## config.mk

```make
export PLATFORM = sky130hd
export DESIGN_NAME = base58_address_hash_decoder
export DESIGN_NICKNAME = d
export VERILOG_FILES = /design/src/design/b58_pkg.sv /design/src/design/b58_acc_cell.sv /design/src/design/b58_drain_cell.sv /design/src/design/base58_address_hash_decoder.sv
export SDC_FILE = /design/constraint.sdc
export NUM_CORES = 2
export LEC_CHECK = 0
export ABC_AREA = 0
export BUFFER_PORTS_ARGS = -buffer_cell sky130_fd_sc_hd__buf_2
export CORE_ASPECT_RATIO = 0.5
export CORE_MARGIN = 4
export CORE_UTILIZATION = 52
export DETAILED_ROUTE_END_ITERATION = 10
export PLACE_DENSITY = 0.67
export SYNTH_ARGS = -nofsm -noshare
export SYNTH_HDL_FRONTEND = slang
export SYNTH_SLANG_ARGS = --single-unit
```

## constraint.sdc

```tcl
create_clock -name clk -period 18.5 [get_ports clk]
set_input_delay 1.85 -clock clk [delete_from_list [all_inputs] [get_ports clk]]
set_output_delay 1.85 -clock clk [all_outputs]
set_load 0.005 [all_outputs]
```

## src/design/b58_pkg.sv

```systemverilog
// ----------------------------------------------------------------------------
// b58_pkg: shared types, constants and the symbol lookup
// Holds the alphabet, the cell widths and the control bundle for the drain
// cells of the base58 address hash decoder.
// ----------------------------------------------------------------------------
package b58_pkg;

  localparam int BYTE_W         = 8;
  localparam int ACC_BYTES      = 24;  // 192-bit accumulator, one byte per cell
  localparam int HASH_BYTES_DEF = 20;
  localparam int RADIX          = 58;
  localparam int DIGIT_W        = 6;
  localparam int CARRY_W        = 7;   // pending carry never exceeds 74
  localparam int PROD_W         = 15;  // (255 + 74) * 58 + 57 fits in 15 bits

  localparam logic [8*RADIX-1:0] ALPHABET =
    "123456789ABCDEFGHJKLMNPQRSTUVWXYZabcdefghijkmnopqrstuvwxyz";

  typedef struct packed {
    logic               ok;
    logic [DIGIT_W-1:0] value;
  } sym_digit_t;

  typedef struct packed {
    logic load;
    logic resolve;
    logic shift;
  } drain_ctl_t;

  // Maps an ASCII code to its digit. Codes outside the alphabet give digit 0
  // with ok cleared.
  function automatic sym_digit_t digit_of(input logic [BYTE_W-1:0] code);
    sym_digit_t res;
    res.ok    = 1'b0;
    res.value = '0;
    for (int k = 0; k < RADIX; k++) begin
      if (code == ALPHABET[BYTE_W*(RADIX-1-k) +: BYTE_W]) begin
        res.ok    = 1'b1;
        res.value = DIGIT_W'(k);
      end
    end
    return res;
  endfunction

endpackage

```

## src/design/b58_acc_cell.sv

```systemverilog
// ----------------------------------------------------------------------------
// b58_acc_cell: one byte of the carry-save accumulator
// Each cell multiplies its byte plus the carry from the cell below by the
// radix and keeps the low byte, passing the rest up as a registered carry.
// ----------------------------------------------------------------------------
module b58_acc_cell
  import b58_pkg::*;
(
  input  logic               clk,
  input  logic               rst_n,
  input  logic               step,
  input  logic               clear,
  input  logic [DIGIT_W-1:0] digit_in,
  input  logic [CARRY_W-1:0] carry_in,
  output logic [BYTE_W-1:0]  byte_q,
  output logic [CARRY_W-1:0] carry_q,
  output logic [BYTE_W-1:0]  byte_nxt,
  output logic [CARRY_W-1:0] carry_nxt
);

  logic [BYTE_W-1:0]  byte_r;
  logic [CARRY_W-1:0] carry_r;
  logic [BYTE_W:0]    sum;
  logic [PROD_W-1:0]  prod;

  always_comb begin
    sum       = {1'b0, byte_r} + {2'b00, carry_in};
    prod      = PROD_W'(sum) * PROD_W'(RADIX) + PROD_W'(digit_in);
    byte_nxt  = prod[BYTE_W-1:0];
    carry_nxt = prod[PROD_W-1:BYTE_W];
  end

  always_ff @(posedge clk) begin
    if (!rst_n) begin
      byte_r  <= '0;
      carry_r <= '0;
    end else if (step) begin
      if (clear) begin
        byte_r  <= '0;
        carry_r <= '0;
      end else begin
        byte_r  <= byte_nxt;
        carry_r <= carry_nxt;
      end
    end
  end

  assign byte_q  = byte_r;
  assign carry_q = carry_r;

endmodule

```

## src/design/b58_drain_cell.sv

```systemverilog
// ----------------------------------------------------------------------------
// b58_drain_cell: one byte of the result buffer
// Loads a byte and its pending carry, settles the carry one position per
// cycle, and then shifts the byte toward the top cell for output.
// ----------------------------------------------------------------------------
module b58_drain_cell
  import b58_pkg::*;
(
  input  logic               clk,
  input  drain_ctl_t         ctl,
  input  logic [BYTE_W-1:0]  load_byte,
  input  logic [CARRY_W-1:0] load_carry,
  input  logic [CARRY_W-1:0] carry_in,
  input  logic [BYTE_W-1:0]  shift_in,
  output logic [BYTE_W-1:0]  byte_q,
  output logic [CARRY_W-1:0] carry_q
);

  logic [BYTE_W-1:0]  byte_r,  byte_nxt;
  logic [CARRY_W-1:0] carry_r, carry_nxt;
  logic [BYTE_W:0]    sum;

  always_comb begin
    sum       = {1'b0, byte_r} + {2'b00, carry_in};
    byte_nxt  = byte_r;
    carry_nxt = carry_r;
    if (ctl.load) begin
      byte_nxt  = load_byte;
      carry_nxt = load_carry;
    end else if (ctl.resolve) begin
      byte_nxt  = sum[BYTE_W-1:0];
      carry_nxt = CARRY_W'(sum[BYTE_W]);
    end else if (ctl.shift) begin
      byte_nxt  = shift_in;
    end
  end

  always_ff @(posedge clk) begin
    byte_r  <= byte_nxt;
    carry_r <= carry_nxt;
  end

  assign byte_q  = byte_r;
  assign carry_q = carry_r;

endmodule

```

## src/design/base58_address_hash_decoder.sv

```systemverilog
// ----------------------------------------------------------------------------
// base58_address_hash_decoder: streaming base58 address to hash bytes
// Accumulates address characters and delivers the public key hash bytes.
// ----------------------------------------------------------------------------
// Characters enter one word per cycle; each is looked up in the base58
// alphabet and folded into a 192-bit value as value*58+digit by a row of
// 24 byte cells that keep their carries in registers, so no carry ever
// ripples through more than one cell in a cycle. The character marked last
// copies the cells into a second row of byte cells, which settles the pending
// carries one position per cycle, until no carry is left below the top cell,
// and then shifts the bytes out most significant first,
// HASH_BYTES words in all, one per cycle while the output is not stalled.
// The accumulator is cleared on that same cycle and takes the next address
// at once. Characters that are not marked last are never stalled; a last
// character is stalled only while the previous address's bytes are still
// settling or draining. An address of at least 24 + HASH_BYTES characters
// (44 with the default) never waits while the output keeps up; shorter
// addresses, typical ones included, may wait at their last character.
// A character outside the alphabet counts as digit 0 and raises bad_char on
// every word of that address. The checksum is not verified.
// ----------------------------------------------------------------------------
module base58_address_hash_decoder
  import b58_pkg::*;
#(
  parameter int HASH_BYTES = HASH_BYTES_DEF
) (
  input  logic              clk,
  input  logic              rst_n,

  input  logic              in_valid,
  output logic              in_stall,
  input  logic [BYTE_W-1:0] in_char_code,
  input  logic              in_last_char,

  output logic              out_valid,
  input  logic              out_stall,
  output logic [BYTE_W-1:0] out_hash_byte,
  output logic              out_last_byte,
  output logic              out_bad_char
);

  localparam int CNT_W = (HASH_BYTES > 1) ? $clog2(HASH_BYTES) : 1;

  typedef enum logic [1:0] {
    D_IDLE,
    D_RESOLVE,
    D_EMIT
  } drain_state_t;

  drain_state_t dstate_r;
  logic [CNT_W-1:0] cnt_r;
  logic             bad_r;
  logic             err_r;

  sym_digit_t   sym;
  logic         step;
  logic         load;
  logic         load_ok;
  logic         out_fire;
  logic         last_pos;
  logic         pending;
  logic         acc_zero;
  drain_ctl_t   dctl;

  logic [BYTE_W-1:0]  acc_byte      [ACC_BYTES];
  logic [CARRY_W-1:0] acc_carry     [ACC_BYTES];
  logic [BYTE_W-1:0]  acc_byte_nxt  [ACC_BYTES];
  logic [CARRY_W-1:0] acc_carry_nxt [ACC_BYTES];
  logic [CARRY_W-1:0] acc_cin       [ACC_BYTES];
  logic [DIGIT_W-1:0] acc_din       [ACC_BYTES];

  logic [BYTE_W-1:0]  dr_byte  [ACC_BYTES];
  logic [CARRY_W-1:0] dr_carry [ACC_BYTES];
  logic [CARRY_W-1:0] dr_cin   [ACC_BYTES];
  logic [BYTE_W-1:0]  dr_sin   [ACC_BYTES];

  // Symbol lookup and the input handshake. A last character needs the
  // result buffer, which is free when idle or when its final word leaves.
  assign sym      = digit_of(in_char_code);
  assign out_fire = out_valid && !out_stall;
  assign last_pos = (cnt_r == CNT_W'(HASH_BYTES - 1));
  assign load_ok  = (dstate_r == D_IDLE) || (dstate_r == D_EMIT && out_fire && last_pos);
  assign in_stall = in_last_char && !load_ok;
  assign step     = in_valid && !in_stall;
  assign load     = step && in_last_char;

  // Neighbor wiring: each cell sees the registered carry of the cell below,
  // and only the bottom cell receives the new digit.
  always_comb begin
    for (int i = 0; i < ACC_BYTES; i++) begin
      acc_din[i] = '0;
      acc_cin[i] = '0;
      dr_cin[i]  = '0;
      dr_sin[i]  = '0;
      if (i == 0) begin
        acc_din[i] = sym.value;
      end else begin
        acc_cin[i] = acc_carry[i-1];
        dr_cin[i]  = dr_carry[i-1];
        dr_sin[i]  = dr_byte[i-1];
      end
    end
  end

  // The result is settled once no carry is left waiting below the top cell;
  // the top cell's carry falls outside the 192-bit value.
  always_comb begin
    pending  = 1'b0;
    acc_zero = 1'b1;
    for (int i = 0; i < ACC_BYTES; i++) begin
      if (i < ACC_BYTES - 1 && dr_carry[i] != '0) begin
        pending = 1'b1;
      end
      if (acc_byte[i] != '0 || acc_carry[i] != '0) begin
        acc_zero = 1'b0;
      end
    end
  end

  always_comb begin
    dctl.load    = load;
    dctl.resolve = (dstate_r == D_RESOLVE) && pending;
    dctl.shift   = (dstate_r == D_EMIT) && out_fire && !load;
  end

  for (genvar g = 0; g < ACC_BYTES; g++) begin : g_cells
    b58_acc_cell u_acc (
      .clk       (clk),
      .rst_n     (rst_n),
      .step      (step),
      .clear     (in_last_char),
      .digit_in  (acc_din[g]),
      .carry_in  (acc_cin[g]),
      .byte_q    (acc_byte[g]),
      .carry_q   (acc_carry[g]),
      .byte_nxt  (acc_byte_nxt[g]),
      .carry_nxt (acc_carry_nxt[g])
    );

    b58_drain_cell u_drain (
      .clk        (clk),
      .ctl        (dctl),
      .load_byte  (acc_byte_nxt[g]),
      .load_carry (acc_carry_nxt[g]),
      .carry_in   (dr_cin[g]),
      .shift_in   (dr_sin[g]),
      .byte_q     (dr_byte[g]),
      .carry_q    (dr_carry[g])
    );
  end

  // Error flag for the address in progress.
  always_ff @(posedge clk) begin
    if (!rst_n) begin
      err_r <= 1'b0;
    end else if (step) begin
      if (in_last_char) begin
        err_r <= 1'b0;
      end else begin
        err_r <= err_r || !sym.ok;
      end
    end
  end

  // Result buffer sequencer: settle carries, then count the words out.
  always_ff @(posedge clk) begin
    if (!rst_n) begin
      dstate_r <= D_IDLE;
      cnt_r    <= '0;
      bad_r    <= 1'b0;
    end else begin
      case (dstate_r)
        D_IDLE: begin
          if (load) begin
            dstate_r <= D_RESOLVE;
            bad_r    <= err_r || !sym.ok;
          end
        end
        D_RESOLVE: begin
          if (!pending) begin
            dstate_r <= D_EMIT;
            cnt_r    <= '0;
          end
        end
        D_EMIT: begin
          if (out_fire) begin
            cnt_r <= cnt_r + 1'b1;
            if (last_pos) begin
              if (load) begin
                dstate_r <= D_RESOLVE;
                bad_r    <= err_r || !sym.ok;
              end else begin
                dstate_r <= D_IDLE;
              end
            end
          end
        end
        default: begin
          dstate_r <= D_IDLE;
        end
      endcase
    end
  end

  assign out_valid     = (dstate_r == D_EMIT);
  assign out_hash_byte = dr_byte[ACC_BYTES-1];
  assign out_last_byte = last_pos;
  assign out_bad_char  = bad_r;

  // Bytes go out only once every carry below the top has been absorbed.
  a_settled_when_emit: assert property (@(posedge clk) disable iff (!rst_n)
    (dstate_r == D_EMIT) |-> !pending)
    else $error("result word presented with unsettled carries");

  // An accepted last character always starts a settling pass.
  a_load_starts_resolve: assert property (@(posedge clk) disable iff (!rst_n)
    (in_valid && !in_stall && in_last_char) |=> (dstate_r == D_RESOLVE))
    else $error("last character did not start the result buffer");

  // The accumulator is empty after the last character of an address.
  a_acc_cleared: assert property (@(posedge clk) disable iff (!rst_n)
    (in_valid && !in_stall && in_last_char) |=> acc_zero)
    else $error("accumulator not cleared after last character");

  // No further words follow the final word of a result.
  a_burst_ends: assert property (@(posedge clk) disable iff (!rst_n)
    (out_valid && !out_stall && out_last_byte) |=> (dstate_r != D_EMIT))
    else $error("result words continued after the final word");

endmodule
```

# Yosys cells after proc, flatten, opt, wreduce, memory -nomap -nowiden
# Index checks and enable logic that the tools add are counted.
[totals]
in_bits = 13
word_cells = 568
register_bits = 715
[op_classes]
add_sub_neg = 48
muxes = 260
n_reduce_logical = 49
n_eq_ne = 66
mul = 24
[op_table]
columns = ["op", "count"]
rows = [
  ["$mux W7", 127],
  ["$mux W8", 96],
  ["$add A8 B7 Y9", 45],
  ["$eq A8 B7 Y1 const B", 49],
  ["$mul A9 B5 Y14 const B", 22],
  ["$reduce_bool A7 Y1", 23],
  ["$eq A8 B6 Y1 const B", 9],
  ["$mux W1", 28],
  ["$add A15 B6 Y15", 1],
  ["$mul A8 B5 Y13 const B", 1],
  ["$mux W5", 2],
  ["$pmux W5 S2", 1],
  ["$reduce_bool A2 Y1", 5],
  ["$mul A9 B5 Y7 const B", 1],
  ["$add A8 B7 Y8", 1],
  ["$logic_and A1 B1 Y1", 8],
  ["$mux W2", 4],
  ["$ne A2 B2 Y1 const B", 3],
  ["$pmux W2 S3", 1],
  ["$reduce_and A3 Y1", 2],
  ["$add A5 B1 Y5 const B", 1],
  ["$eq A5 B5 Y1 const B", 1],
  ["$logic_not A1 Y1", 5],
  ["$ne A2 B1 Y1 const B", 2],
  ["other kinds (8)", 9],
]

# Logic depth before layout (Yosys ltp)
[depth]
ltp_word = 65
depth_mapped = 21
ltp_nobuf = 21

# By module
# A second synthesis with hierarchy kept.
[hier_totals]
hier_cells = 9049
area_unflattened_um2 = 81270.4
[by_module_without_submodules]
columns = ["module", "seq_area_each_um2", "cells_each", "area_per_inst_um2", "n_inst"]
rows = [
  ["b58_acc_cell (g_cells[22].u_acc ...)", 300.3, 285, 2412.3, 8],
  ["b58_acc_cell (g_cells[0].u_acc ...)", 300.3, 256, 2210.9, 7],
  ["b58_drain_cell (g_cells[0].u_drain ...)", 450.4, 97, 1001.0, 14],
  ["b58_acc_cell (g_cells[18].u_acc ...)", 300.3, 264, 2283.4, 5],
  ["b58_drain_cell (g_cells[22].u_drain ...)", 450.4, 100, 1011.0, 9],
  ["b58_acc_cell (g_cells[8].u_acc ...)", 300.3, 262, 2341.0, 2],
  ["b58_acc_cell (g_cells[17].u_acc)", 300.3, 277, 2348.5, 1],
  ["b58_acc_cell (g_cells[16].u_acc)", 300.3, 259, 2275.9, 1],
  ["base58_address_hash_decoder", 180.2, 251, 1690.4, 1],
  ["b58_drain_cell (g_cells[8].u_drain)", 450.4, 88, 969.7, 1],
]

# Least setup slack after synthesis
# No wires, ideal clock.
[synth_path]
path_kind = "input-to-reg"
from = "input out_stall"
to = "register g_cells[10].u_drain.byte_r[1] (enable)"
t_arrival_ns = 6.587
path_buffers = 3
stages = 8
path_slack_ns = 11.386
cell_sequence = "o41a_1 -> o21ai_2 -> nand3_2 -> and2_1 -> buf_2 -> buf_6 -> buf_2 -> nand2_1"
[synth_between]
elab_chain_cells = 13
[synth_rtl]
columns = ["item", "line_no", "rtl"]
rows = [
  ["start, declared", "base58_address_hash_decoder.sv:36", "input logic out_stall,"],
  ["$logic_not A1 Y1 *", "base58_address_hash_decoder.sv:80", "assign out_fire = out_valid && !out_stall;"],
  ["$logic_and A1 B1 Y1 *", "base58_address_hash_decoder.sv:80", ""],
  ["$logic_and A1 B1 Y1 *", "base58_address_hash_decoder.sv:82, base58_address_hash_decoder.sv:123", ""],
  ["$logic_and A1 B1 Y1", "base58_address_hash_decoder.sv:82", "assign load_ok = (dstate_r == D_IDLE) || (dstate_r == D_EMIT && out_fire && last_pos);"],
  ["$logic_or A1 B1 Y1", "base58_address_hash_decoder.sv:82", ""],
  ["$logic_not A1 Y1", "base58_address_hash_decoder.sv:83", "assign in_stall = in_last_char && !load_ok;"],
  ["$logic_and A1 B1 Y1", "base58_address_hash_decoder.sv:83", ""],
  ["$logic_not A1 Y1", "base58_address_hash_decoder.sv:84", "assign step = in_valid && !in_stall;"],
  ["$logic_and A1 B1 Y1", "base58_address_hash_decoder.sv:84", ""],
  ["$logic_and A1 B1 Y1", "base58_address_hash_decoder.sv:85", "assign load = step && in_last_char;"],
  ["$logic_not A1 Y1", "base58_address_hash_decoder.sv:123", "dctl.shift = (dstate_r == D_EMIT) && out_fire && !load;"],
  ["$logic_and A1 B1 Y1", "base58_address_hash_decoder.sv:123", ""],
  ["$reduce_bool A3 Y1 (no line) *", "--", ""],
  ["end signal, assigned", "b58_drain_cell.sv:39", "byte_r <= byte_nxt;"],
  ["end, declared", "b58_drain_cell.sv:19", "logic [BYTE_W-1:0] byte_r, byte_nxt;"],
]
# Every way passes the cells marked *; elsewhere a longest branch is shown, timed or not.
# A chain may end at the register's enable or synchronous reset.

# Final worst setup path
[layout_path]
from = "register g_cells[20].u_drain.carry_r[1]"
to = "register g_cells[18].u_drain.byte_r[1] (enable)"
[layout_between]
elab_chain_cells = 6
[layout_rtl]
columns = ["item", "line_no", "rtl"]
rows = [
  ["start, declared", "b58_drain_cell.sv:20", "logic [CARRY_W-1:0] carry_r, carry_nxt;"],
  ["start signal, assigned", "b58_drain_cell.sv:40", "carry_r <= carry_nxt;"],
  ["$reduce_bool A7 Y1", "base58_address_hash_decoder.sv:111", "if (i < ACC_BYTES - 1 && dr_carry[i] != '0) begin"],
  ["$mux W1 (3 in a row)", "base58_address_hash_decoder.sv:111", ""],
  ["$logic_and A1 B1 Y1", "base58_address_hash_decoder.sv:122", "dctl.resolve = (dstate_r == D_RESOLVE) && pending;"],
  ["$reduce_bool A3 Y1 (no line)", "--", ""],
  ["end signal, assigned", "b58_drain_cell.sv:39", ""],
  ["end, declared", "b58_drain_cell.sv:19", ""],
]
# Every way passes these cells.

==> results.yml <==
outcome:
  status: "finished, final reports clean"
timing:
  period_needed_ns: 6.41
  rsz0062_at_grt: "false"
  setup_viol: 0
  setup_tns_ns: 0
  fin_worst_skew_ns: 0.0250
  fin_crit_sh_pct: 34.7
  max_freq_mhz: 156
  drv_slew: 0
  worstMarginPinSlew_ns: 1.29
  report.final.hold_viol_count: 0
  slew_headroom_pct: 13.3
clock_network:
  cts_num_sinks: 691
  post_cts_buffers: 0
  clock_latency_ns: 0.66
  cts_buffer_depth: 3
  cts_tree: "yes"
  ctsResizeCount: 0
  h-tree-depth: 3
  ctsHoldBuffers: 0
  root_buffer: "clkbuf_16"
  numCtsBuffers: 71
  clkTransAtPathRegs_ns: 0.07
critical_path:
  end_kind: "flop"
  cp_max_fo: 64
  worstPathCellList: "nor4_2 -> nand4_1 -> nor4_2 -> a31o_4 -> and2_4 -> nand2_4 -> buf_4 -> buf_4"
  critPathMaxStageDelay_ns: 0.93
  startpoint_type: "flop"
  critPathArrivalTime_ns: 6.71
  slowest_stage: "nor4_2"
  cp_num_cells: 8
  r2r_cells: 8
  required_ns: 18.79
  worstPathBufferInverterCount: 2
  path_delay_family: "simple AND/OR/NAND/NOR gates"
  critPathKind: "flop to flop"
floorplanning:
  die-area_um2: 123000
  fp-row-count: 88
  core_area_um2: 116000
  pin_count: 25
  start_util_pct: 52.6
  die_w_um: 492
  fp.dieH_um: 250
placement:
  gp_congestion: 0.883
  dp_hpwl_mm: 113
  io_buffers: 24
synth:
  synth_edf_count: 330
  synth-seq-cells: 691
  synth.distinct_cells: 74
  synth_flop_cell: "dfxtp_1"
  yosysWarnings: 0
  synthArstFlopShare_pct: 0
  synth_nets: 7789
  synth_cells: 6473
  yosysSeqAreaShare_pct: 28.1
  avgSynthCellArea_um2: 9.41
  netlist_area_um2: 60900
detailed_routing:
  vias_per_cell: 5.77
  drtAntennaViolNets: 0
  drc: 0
  firstDrtPassIters: 6
  routedWlPerCell_um: 19.1
  wirelength_mm: 153
  vias: 46200
  drt_iter0_markers: 3414
final_layout:
  num-nets-final: 7681
  syn_to_final_growth_pct: 6.24
  drive_above_1_share_pct: 3.10
power:
  power_density_nw_per_um2: 63.6
  power.net_switching_w: 0.00122
  p_total_w: 0.00411
  p_leak_nw: 30.7
  pwr-share-seq_pct: 45.0
  peakVddDrop_mv: 0.0589
  power_frac_comb_pct: 18.2
  internal-power_w: 0.00290
  switching_share_pct: 29.6
  clockPowerShare_pct: 36.8
global_route:
  grt_pass1_vias: 46900
  grt_pass1_wl_mm: 250
  grt_max_degree: 118
  grt_antenna_before_repair: 5
  grt-ovfl-total: 0
  grt_use_total_pct: 24.9
job:
  drv_cap: 0
min_path:
  hp-class: "flop to flop"
  hold_depth: 2
-- sequential cells by signal, indices dropped and copies added (netlist names) --
register and count:
cnt_r 5, g_cells.u_drain.carry_q 161, g_cells.u_acc.byte_q 168, g_cells.u_acc.carry_q 161, dstate_r 2, err_r 1, out_bad_char 1, g_cells.u_drain.byte_q 192
-- synth_stat cells (all sizes together), types with 3 or more instances --
library cell	count	area, µm²
a22oi	44	330
a211oi	5	37.5
nor3	199	996
o21ai	224	1120
a21boi	128	961
and3	34	213
a21oi	345	1730
o31ai	23	173
nor4	43	269
o221ai	94	823
nand3	123	621
a41oi	5	43.8
nand2	458	1720
o22ai	29	181
nor2b	241	1510
o21a	52	390
nand2b	72	450
buf	79	425
nor2	439	1660
a41o	15	150
clkbuf	158	594
or3b	3	26.3
a221o	54	541
fa	348	6970
xor2	207	1810
inv	734	2760
xnor2	229	2010
nand3b	5	37.5
o41a	9	101
nor3b	3	22.5
nand4	13	81.3
o21bai	63	473
o41ai	16	140
dfxtp	361	7230
o2111ai	22	193
a311oi	22	193
a21o	108	811
ha	955	11900
o311ai	19	166
or2	11	68.8
edfxtp	330	9910
a31oi	34	213
and2	92	576
-- metal layers --
layer	wire [µm]	vias to the layer above	GRT usage (%)
li1	-	22200	-
met1	70000	22500	34.8
met2	69500	1240	40.7
met3	10100	225	3.78
met4	3410	2	5.73
met5	10	-	0
-- power by group through the flow --
stage	clock (W)	combinational [W]	sequential, W
2_1_floorplan	0	0.000567	0.00184
3_3_place_gp	0	0.000705	0.00188
3_5_place_dp	0	0.000735	0.00188
4_1_cts	0.00154	0.000741	0.00185
5_1_grt	0.00159	0.000836	0.00186
6_report	0.00151	0.000748	0.00185
-- final timing paths --
check,startpoint,end,slack (ns)
worst min-delay path,g_cells[13].u_acc.carry_q[5],g_cells[13].u_acc.carry_q[5],0.45
worst max register to register,g_cells[20].u_drain.carry_q[1],g_cells[18].u_drain.byte_q[1],12.09
worst max-delay path,g_cells[20].u_drain.carry_q[1],g_cells[18].u_drain.byte_q[1],12.09
worst min register to register,g_cells[13].u_acc.carry_q[5],g_cells[13].u_acc.carry_q[5],0.45
-- per-stage QoR --
step | setup slack [ns] | std cells | instance area [µm²] | hold WS, ns | util, %
3_3_place_gp | 11.24 | 7867 | 62300 | 0.439 | 53.8
6_report | 12.09 | 7999 | 64700 | 0.455 | 55.9
2_1_floorplan | 11.39 | 6473 | 60900 | 0.429 | -
5_1_grt | 11.57 | 7998 | 64700 | 0.475 | 55.9
4_1_cts | 12.18 | 7998 | 64700 | 0.457 | 55.9
3_5_place_dp | 11.71 | 7867 | 62300 | 0.448 | 53.8
-- cell usage in the layout, fill, tap and decap left out, types with 44 or more instances in the layout --
master and count:
nor2_1 436, o221ai_1 94, a21boi_0 128, o21bai_1 63, inv_1 733, ha_1 955, o21ai_0 219, a22oi_1 44
clkbuf_16 76, a21o_1 108, a21oi_1 345, xor2_1 207, nor2b_1 241, nand2_1 454, nor3_1 199, o21a_1 52
nand2b_1 72, dfxtp_1 361, xnor2_1 229, fa_1 348, and2_1 89, edfxtp_1 330, nand3_1 122, a221o_1 54
-- final cells by class --
type / instances / area (µm²)
Sequential cell: 691 / 17100
Clock inverter: 27 / 263
Tap cell: 1575 / 1970
Clock buffer: 104 / 2130
Multi-Input combinational cell: 4810 / 40000
Inverter: 735 / 2770
Fill cell: 10100 / 51000
Antenna cell: 1 / 2.50
Timing Repair Buffer: 56 / 372
-- tightest hold or removal path, stage by stage, from the launching register on --
cell and delay [ns]:
dfxtp_1 0.31, nand2_1 0.05, o21ai_1 0.05
-- cells by family after synthesis --
| group | Yosys count | synth area share [%] |
|---|---|---|
| compound gates | 1327 | 14.6 |
| xor+xnor | 436 | 6.27 |
| fa+ha+maj | 1303 | 31.1 |
| flops | 691 | 28.1 |
| simple gates | 1744 | 13.7 |
| buf+inv | 972 | 6.21 |
Power figures use the tool's default switching activity.
